### config.mk
export PLATFORM = sky130hd
export DESIGN_NAME = pixel_average_gamma_quantize
export DESIGN_NICKNAME = d
export VERILOG_FILES = /design/src/rtl/core/pagq_pkg.sv /design/src/rtl/core/pixel_average_gamma_quantize.sv /design/src/rtl/core/pagq_front.sv /design/src/rtl/core/pagq_back.sv
export SDC_FILE = /design/constraint.sdc
export NUM_CORES = 1
export LEC_CHECK = 0
export BUFFER_PORTS_ARGS = -buffer_cell sky130_fd_sc_hd__buf_2
export CORE_MARGIN = 2
export CORE_UTILIZATION = 38
export CTS_BUF_LIST = sky130_fd_sc_hd__clkbuf_2
export CTS_CLUSTER_DIAMETER = 200
export DETAILED_ROUTE_END_ITERATION = 8
export GPL_ROUTABILITY_DRIVEN = 1
export SYNTH_ARGS = -nofsm -noshare
export SYNTH_HDL_FRONTEND = slang
export SYNTH_HIERARCHICAL = 1
export SYNTH_SLANG_ARGS = --single-unit
### constraint.sdc
create_clock -name clk_i -period 6.85 [get_ports clk_i]
set_clock_uncertainty 0.2 [all_clocks]
set_input_delay 2.055 -clock clk_i [delete_from_list [all_inputs] [get_ports clk_i]]
set_output_delay 2.055 -clock clk_i [all_outputs]
set_load 0.005 [all_outputs]
### src/rtl/core/pagq_pkg.sv
// Package: shared types and constants for the pixel gamma quantiser.
package pagq_pkg;
  localparam int unsigned SPP_W   = 16;
  localparam int unsigned MEAN_W  = 16;
  localparam int unsigned BYTE_W  = 8;
  localparam int unsigned CHAN_N  = 3;
  localparam logic [BYTE_W-1:0] BYTE_MAX = 8'hFF;

  typedef logic [BYTE_W-1:0] byte_t;

  typedef enum logic [2:0] {
    ST_DIV  = 3'b001,
    ST_SQRT = 3'b010,
    ST_OUT  = 3'b100
  } be_state_e;
endpackage

### src/rtl/core/pixel_average_gamma_quantize.sv
// Top level: pixel sum average, gamma 2.0 square root and 8-bit quantiser.
//  channel | dir | tdata fields (low bit up)               | tuser
//  s_axis  | in  | sum_red, sum_green, sum_blue (SUM_WIDTH) | -
//  m_axis  | out | byte_red, byte_green, byte_blue (8 each) | -
//  cfg     | in  | samples_per_pixel (16), 0 reads as 1     | -
// Steps: SUM_WIDTH(+up-shift) divider steps, 8 root steps, output load; the
// bit-serial divider runs three per-channel lanes in step; the back end only
// starts a pixel once the last is loaded. A two-beat queue lets the front accept
// while the back works; the result register holds under m_axis stall.
// Reset: async active low, sets samples_per_pixel to 1 and empties all stages.
module pixel_average_gamma_quantize import pagq_pkg::*; #(
  parameter int unsigned SUM_WIDTH = 32,
  parameter int unsigned SUM_FRACTION_BITS = 16
) (
  input  logic clk_i,
  input  logic rst_ni,
  input  logic cfg_we_i,
  input  logic [SPP_W-1:0] cfg_wdata_i,
  input  logic s_axis_tvalid,
  output logic s_axis_tready,
  input  logic [((3*SUM_WIDTH+7)/8)*8-1:0] s_axis_tdata, // red, green, blue sums
  output logic m_axis_tvalid,
  input  logic m_axis_tready,
  output logic [23:0] m_axis_tdata // byte_red, byte_green, byte_blue
);
  localparam int unsigned SW = SUM_WIDTH + ((SUM_FRACTION_BITS <= 16) ? 16 - SUM_FRACTION_BITS : 0);

  logic [SPP_W-1:0] spp_q;
  logic q_valid, q_pop;
  logic [3*SW-1:0] q_sums;

  always_ff @(posedge clk_i or negedge rst_ni) begin
    if (!rst_ni) spp_q <= SPP_W'(1);
    else if (cfg_we_i) spp_q <= cfg_wdata_i;
  end

  pagq_front #(.SUM_WIDTH(SUM_WIDTH), .SUM_FRACTION_BITS(SUM_FRACTION_BITS)) u_front (
    .clk_i, .rst_ni,
    .in_valid_i(s_axis_tvalid), .in_ready_o(s_axis_tready),
    .in_sums_i(s_axis_tdata[3*SUM_WIDTH-1:0]),
    .q_valid_o(q_valid), .q_pop_i(q_pop), .q_sums_o(q_sums)
  );

  pagq_back #(.SW(SW)) u_back (
    .clk_i, .rst_ni, .spp_i(spp_q),
    .q_valid_i(q_valid), .q_pop_o(q_pop), .q_sums_i(q_sums),
    .res_valid_o(m_axis_tvalid), .res_ready_i(m_axis_tready),
    .res_o(m_axis_tdata)
  );
endmodule

### src/rtl/core/pagq_front.sv
// Front end: accepts beats, scales sums to 16 fraction bits, two-entry queue.
module pagq_front import pagq_pkg::*; #(
  parameter int unsigned SUM_WIDTH = 32,
  parameter int unsigned SUM_FRACTION_BITS = 16,
  localparam int unsigned SW = SUM_WIDTH + ((SUM_FRACTION_BITS <= 16) ? 16 - SUM_FRACTION_BITS : 0)
) (
  input  logic                clk_i,
  input  logic                rst_ni,
  input  logic                in_valid_i,
  output logic                in_ready_o,
  input  logic [3*SUM_WIDTH-1:0] in_sums_i,
  output logic                q_valid_o,
  input  logic                q_pop_i,
  output logic [3*SW-1:0]     q_sums_o
);
  localparam int unsigned UP = (SUM_FRACTION_BITS <= 16) ? 16 - SUM_FRACTION_BITS : 0;
  localparam int unsigned DN = (SUM_FRACTION_BITS > 16) ? SUM_FRACTION_BITS - 16 : 0;

  logic [3*SW-1:0] mem_q [2];
  logic [1:0] cnt_q, cnt_d;
  logic wp_q, rp_q;
  logic [3*SW-1:0] sc;
  logic push, pop;

  always_comb begin
    sc = '0;
    for (int c = 0; c < 3; c++) begin
      sc[c*SW +: SW] = (SW'(in_sums_i[c*SUM_WIDTH +: SUM_WIDTH]) << UP) >> DN;
    end
  end

  assign in_ready_o = (cnt_q != 2'd2);
  assign push = in_valid_i && in_ready_o;
  assign pop  = q_pop_i && q_valid_o;
  assign q_valid_o = (cnt_q != 2'd0);
  assign q_sums_o = mem_q[rp_q];

  always_comb begin
    cnt_d = cnt_q;
    if (push && !pop) cnt_d = cnt_q + 2'd1;
    else if (pop && !push) cnt_d = cnt_q - 2'd1;
  end

  always_ff @(posedge clk_i or negedge rst_ni) begin
    if (!rst_ni) begin
      cnt_q <= '0;
      wp_q <= 1'b0;
      rp_q <= 1'b0;
    end else begin
      cnt_q <= cnt_d;
      if (push) wp_q <= ~wp_q;
      if (pop) rp_q <= ~rp_q;
    end
  end

  always_ff @(posedge clk_i) begin
    if (push) mem_q[wp_q] <= sc;
  end
endmodule

### src/rtl/core/pagq_back.sv
// Back end: serial restoring division, serial square root, output register.
module pagq_back import pagq_pkg::*; #(
  parameter int unsigned SW = 32
) (
  input  logic              clk_i,
  input  logic              rst_ni,
  input  logic [SPP_W-1:0]  spp_i,
  input  logic              q_valid_i,
  output logic              q_pop_o,
  input  logic [3*SW-1:0]   q_sums_i,
  output logic              res_valid_o,
  input  logic              res_ready_i,
  output logic [3*BYTE_W-1:0] res_o
);
  localparam int unsigned CW = $clog2(SW + 1);

  be_state_e st_q;
  logic busy_q;
  logic [CW-1:0] cnt_q;
  logic [SW-1:0] quo_q [3];
  logic [SPP_W-1:0] rem_q [3];
  logic [SPP_W-1:0] div_q;
  logic [2:0] sb_q;
  logic [BYTE_W-1:0] root_q [3];
  logic [3*BYTE_W-1:0] out_q;
  logic out_v_q;
  logic out_load;
  logic [SPP_W:0] rs [3];
  logic [2*BYTE_W-1:0] sq [3];
  logic [BYTE_W-1:0] tr [3];
  logic ovf [3];

  always_comb begin
    for (int c = 0; c < 3; c++) begin
      rs[c] = {rem_q[c], quo_q[c][SW-1]};
      tr[c] = root_q[c] | (BYTE_W'(1) << sb_q);
      sq[c] = {{BYTE_W{1'b0}}, tr[c]} * {{BYTE_W{1'b0}}, tr[c]};
      ovf[c] = (SW > MEAN_W) ? (quo_q[c] >> MEAN_W) != '0 : 1'b0;
    end
  end

  assign q_pop_o = !busy_q && q_valid_i;
  assign res_valid_o = out_v_q;
  assign res_o = out_q;
  // result register loads when the root is done and the previous beat has left or is being taken
  assign out_load = busy_q && (st_q == ST_OUT) && (!out_v_q || res_ready_i);

  always_ff @(posedge clk_i or negedge rst_ni) begin
    if (!rst_ni) begin
      out_v_q <= 1'b0;
    end else if (out_load) begin
      out_v_q <= 1'b1;
    end else if (res_valid_o && res_ready_i) begin
      out_v_q <= 1'b0;
    end
  end

  always_ff @(posedge clk_i or negedge rst_ni) begin
    if (!rst_ni) begin
      st_q <= ST_DIV;
      busy_q <= 1'b0;
      cnt_q <= '0;
      sb_q <= '0;
    end else begin
      if (q_pop_o) begin
        busy_q <= 1'b1;
        st_q <= ST_DIV;
        cnt_q <= CW'(SW);
        div_q <= (spp_i == '0) ? SPP_W'(1) : spp_i;
        for (int c = 0; c < 3; c++) begin
          quo_q[c] <= q_sums_i[c*SW +: SW];
          rem_q[c] <= '0;
        end
      end else if (busy_q) begin
        case (st_q)
          ST_DIV: begin
            for (int c = 0; c < 3; c++) begin
              if (rs[c] >= {1'b0, div_q}) begin
                rem_q[c] <= SPP_W'(rs[c] - {1'b0, div_q});
                quo_q[c] <= {quo_q[c][SW-2:0], 1'b1};
              end else begin
                rem_q[c] <= rs[c][SPP_W-1:0];
                quo_q[c] <= {quo_q[c][SW-2:0], 1'b0};
              end
            end
            cnt_q <= cnt_q - CW'(1);
            if (cnt_q == CW'(1)) begin
              st_q <= ST_SQRT;
              sb_q <= 3'd7;
              for (int c = 0; c < 3; c++) root_q[c] <= '0;
            end
          end
          ST_SQRT: begin
            for (int c = 0; c < 3; c++) begin
              if (ovf[c]) root_q[c] <= BYTE_MAX;
              else if (sq[c] <= quo_q[c][MEAN_W-1:0]) root_q[c] <= tr[c];
            end
            sb_q <= sb_q - 3'd1;
            if (sb_q == 3'd0) st_q <= ST_OUT;
          end
          ST_OUT: begin
            if (out_load) begin
              out_q <= {root_q[2], root_q[1], root_q[0]};
              busy_q <= 1'b0;
              st_q <= ST_DIV;
            end
          end
          default: st_q <= ST_DIV;
        endcase
      end
    end
  end
endmodule

---- Yosys cells after proc, flatten, opt, wreduce, memory -nomap -nowiden ----
Memory sizes are Yosys's and may differ from the RTL's.
Index checks and enable logic that the tools add are counted.
storage, ports and cells
  flip-flop bits (word level) ............. 74
  bits in latches ......................... 0
  memory bits (writable) .................. 360
  memory bits (read-only) ................. 0
  input port bits ......................... 117
  output and inout port bits .............. 26
  memories kept ........................... 4
memories
  name           depth  bits a word  rd ports  clocked after memory_dff  write ports  RTL line          source
  u_front.mem_q  2      96           1         0                         1            pagq_front.sv:19  logic [3*SW-1:0] mem_q [2];
  u_back.quo_q   3      32           3         0                         3            pagq_back.sv:20   logic [SW-1:0] quo_q [3];
  u_back.rem_q   3      16           3         0                         3            pagq_back.sv:21   logic [SPP_W-1:0] rem_q [3];
  u_back.root_q  3      8            3         0                         3            pagq_back.sv:24   logic [BYTE_W-1:0] root_q [3];
cells by class
  add/subtract/negate cells ............... 7
  multipliers ............................. 3
  divide/modulo/power cells ............... 0
  order comparisons ....................... 6
  equal/unequal tests ..................... 9
  shift-type cells ........................ 1
  muxes and demuxes ....................... 109
  bitwise gates (word level) .............. 24
  reductions and logical operators ........ 43
operators by type and width
  operator                                                                 count
  32-bit two-way mux                                                       6
  16-bit two-way mux                                                       6
  32-bit nonzero test                                                      3
  1-bit two-way mux                                                        78
  17-bit by 16-bit greater-or-equal comparator with 1-bit output           3
  16-bit less-or-equal comparator                                          3
  8-bit by 8-bit multiplier with 16-bit output                             3
  8-bit two-way mux                                                        6
  16-bit subtractor                                                        3
  8-bit OR                                                                 3
  1-bit logical AND                                                        22
  3-bit two-way mux                                                        6
  6-bit two-way mux                                                        3
  1-bit OR                                                                 18
  16-bit logical NOT                                                       1
  2-bit nonzero test                                                       6
  3-bit by 2-bit inequality test with 1-bit output, second input constant  3
  3-bit case mux with 3 select lines                                       1
  4-bit AND reduction                                                      2
  1-bit by 3-bit << shifter with 8-bit output, first input constant        1
  6-bit by 1-bit equality test with 1-bit output, second input constant    1
  3-bit case mux with 2 select lines                                       1
  6-bit by 1-bit subtractor with 6-bit output, second input constant       1
  5-bit AND reduction                                                      1
  other kinds (14)                                                         21

---- Longest topological paths before layout ----
  depth after elaboration ................. 12
  mapped depth ............................ 32
  depth with buffers taken out ............ 31

---- Hierarchy ----
Netlist, hierarchy kept.
by module, submodules not included
  module                        instances  cells an instance  area an instance (um^2)  sequential area each (um^2)
  pagq_back                     1          1,781              17,441.7                 6,587.6
  pagq_front                    1          317                7,239.4                  5,865.6
  pixel_average_gamma_quantize  1          34                 650.6                    401.6

---- Worst setup path before layout ----
Ideal clock, no wire load.
  path kind ............................... flip-flop to flip-flop
  start ................................... register u_back.sb_q[0]
  end ..................................... memory u_back.root_q[2][0] (enable)
  library setup time ...................... 329 ps
  arrival time ............................ 6,746 ps
  data required time ...................... 6,321 ps
  setup slack ............................. -425 ps
  cell stages (with the launch flop) ...... 27
  buffers on the path ..................... 0
  cell sequence ........................... dfrtp_1 -> inv_1 -> ha_1 -> nor2b_1 -> nor2_1 -> nor2_1 -> fa_1 -> fa_1 -> inv_1 -> fa_1 -> inv_1 -> fa_1 -> ha_1 -> or3_1 -> o21ai_0 -> a21oi_1 -> and4_1 -> a2111oi_2 -> a21oi_1 -> xor2_1 -> ha_1 -> nand4_1 -> or2_2 -> nor4b_1 -> a21boi_2 -> a21o_1 -> nand2_1
RTL lines
  what                    RTL line         source
  start, declared         pagq_back.sv:23  logic [2:0] sb_q;
  start signal, assigned  pagq_back.sv:98  sb_q <= sb_q - 3'd1;
  end, declared           pagq_back.sv:24

==> flow_metrics.tcl <==
set metrics [dict create \
    synth-edff-count 399 \
    grt_use_total_pct 16.6 \
    worst_hold_slack_ns 0.262 \
    cts_root_buffer "clkbuf_2" \
    total_power_uw 8510 \
    gr-total-overflow 0 \
    placed_cell_area_um2 27800 \
    synth_most_common_cell "edfxtp_1" \
    outcome "completed" \
    setup_viol 0 \
    finalSetupTns_ns 0 \
    yosysWarnings 6 \
    p_leak_uw 0.0129 \
    vias_per_cell 5.02 \
    grt_max_degree 91 \
    synth_top_area_cell "edfxtp_1" \
    antenna_found_initial 5 \
    clock_latency_ns 1.18 \
    via_count 17300 \
    drv_cap 0 \
    fp.dieW_um 262 \
    slew_headroom_pct 19.8 \
    area_growth_pct 18.6 \
    firstDrtPassIters 7 \
    clk_pin_slew_worst_paths_ns 0.11 \
    cts_tree "done" \
    fmax_mhz 148 \
    die_h_um 262 \
    drive_gt1_share_pct 31.2 \
    synth-seq-area-share_pct 50.7 \
    async_flop_share_pct 7.83 \
    cts_buffers 111 \
    startpoint_type "flop" \
    row_count 94 \
    die_area_um2 68700 \
    post-place-ws_ns -0.336 \
    dp_hpwl_mm 40.1 \
    start_util_pct 38.5 \
    ir_drop_uv 177 \
    layout_min_cycle_time_ns 6.77 \
    setup_ws_ns 0.0800 \
    avgSynthCellArea_um2 11.9 \
    synth_area_um2 25300 \
    grt_pass1_vias 17800 \
    hp-class "reg -> reg" \
    layout.nets 2867 \
    io_buffers 142 \
    yosysUniqueCellTypes 89 \
    tightest_slew_ns 1.20 \
    postRouteAntennaNets 0 \
    drc_errors 0 \
    critPathKind "reg -> reg" \
    crit_required_ns 7.58 \
    synthTopCellsByCount "399 x edfxtp_1, 222 x inv_1, 201 x nand2_1, 187 x ha_1, 182 x nor2_1" \
    cp_max_fo 8 \
    synth_top_area_share_pct 47.3 \
    htree_levels 3 \
    p_per_area_nw_per_um2 283 \
    fp.coreArea_um2 65900 \
    ctsHoldBuffers 0 \
    synth_ff_type "edfxtp_1" \
    grt_pass1_wl_mm 90.4 \
    endpoint_kind "flop" \
    routed_wl_mm 57.1 \
    gp_congestion 0.845 \
    min_path_cells 0 \
    clock-sinks 434 \
    finalMaxSlewViolations 0 \
    yosys_register_bits 434 \
    r2r.worst_path.cells 27 \
    finalCritPeriodShare_pct 98.8 \
    initialDrtViolationCount 915 \
    arrival_ns 7.50 \
    cts_buffer_depth 3 \
    synth_cells 2132 \
    stdcell_area_um2 30000 \
    hold_violations 0 \
    pin_count 143 \
    yosys-top-cells-area "edfxtp_1 47%, ha_1 9.2%, fa_1 6.1%" \
    rsz0062_at_grt "true" \
    wl_per_cell_um 16.6 \
]
-- worst max-delay path: stages, from the launching register on --
cell and delay [ns]:
dfrtp_2 0.44, inv_2 0.13, ha_4 0.16, nor2b_4 0.23
buf_6 0.13, nor2_2 0.03, or2_4 0.25, fa_1 0.56
inv_2 0.05, fa_1 0.47, fa_1 0.54, inv_2 0.05
fa_2 0.56, inv_2 0.04, ha_4 0.16, a221o_1 0.33
a31o_1 0.23, buf_6 0.14, xnor2_2 0.12, ha_1 0.30
buf_4 0.11, nand4_1 0.15, nor2_2 0.18, a2111oi_4 0.10
nor3_2 0.28, a31o_4 0.24, o21bai_4 0.19, o31ai_1 0.12
-- per-stage QoR --
stage / utilization, % / instances
after floorplan: - / 2134
after global placement: 42.3 / 3201
after detailed placement: 42.3 / 3201
after CTS: 44.5 / 3412
after global routing: 45.6 / 3444
final: 45.6 / 3444
-- layout make-up --
type / count / area [um^2]
Inverter: 222 / 836
Sequential cell: 434 / 12900
Tap cell: 864 / 1080
Antenna cell: 8 / 20.0
Clock buffer: 162 / 811
Multi-Input combinational cell: 1409 / 12200
Fill cell: 6119 / 35800
Timing Repair Buffer: 308 / 2020
Clock inverter: 37 / 229
-- path summary, 6_finish.rpt --
| check | from | to | slack [ns] |
|---|---|---|---|
| worst min-delay path | spp_q[2] | u_back/div_q[2] | 0.26 |
| worst min register to register | spp_q[2] | u_back/div_q[2] | 0.26 |
| worst max-delay path | u_back/sb_q[0] | u_back/root_q[2][3] | 0.08 |
| worst max register to register | u_back/sb_q[0] | u_back/root_q[2][3] | 0.08 |
| max in group asynchronous | rst_ni | u_back/st_q[0] | 5.06 |
| min in group asynchronous | rst_ni | spp_q[3] | 0.68 |
-- cells in the final DEF (no fill, tap or decap), types with 61 or more instances in the layout --
| cell | n |
|---|---|
| a21oi_1 | 72 |
| buf_2 | 144 |
| buf_4 | 149 |
| clkbuf_2 | 162 |
| edfxtp_1 | 399 |
| fa_1 | 70 |
| ha_1 | 168 |
| inv_1 | 201 |
| mux2_2 | 72 |
| nand2_1 | 196 |
| nor2_1 | 152 |
| o21ai_0 | 81 |
| xnor2_1 | 61 |
-- state kept, by name, summed over array words and instances, names as in the netlist, 2 cells and up --
name	count
u_back/st_q	3
u_back/res_o	24
u_back/quo_q	96
u_back/cnt_q	6
spp_q	16
u_back/root_q	24
u_front/mem_q	192
u_back/rem_q	48
u_front/cnt_q	2
u_back/sb_q	3
u_back/div_q	16
-- power by group --
group | internal (uW) | total (uW) | switching [uW]
Clock | 700 | 1830 | 1130
Combinational | 1380 | 2910 | 1530
Sequential | 3500 | 3780 | 273
-- cell families (layout without fill, tap and decap cells) --
logic type      count (synthesis)  after routing  synth area share, %
compound gates                353            353                 9.07
xor+xnor                       87             87                 3.01
fa+ha+maj                     264            264                 15.3
buf+inv                       291            729                 4.92
flops                         434            434                 50.7
mux                           142            142                 6.76
other cells                     2             12               0.0296
simple gates                  559            559                 10.1
-- metal layers --
metal / routed length [um] / up-vias / GRT usage [%]
met1: 25200 / 8443 / 21.6
met5: 40 / - / 0
li1: - / 8342 / -
met4: 1550 / 6 / 5.92
met2: 27400 / 378 / 27.3
met3: 2790 / 123 / 3.58
-- what timing repair did --
action	in CTS	in global routing
endpoints found under the setup margin	48	48
gates resized for setup	73	135
pin swaps	48	49
cloned	0	1
buffers inserted	12	25
Note: power is estimated with default switching activity, not from simulation.
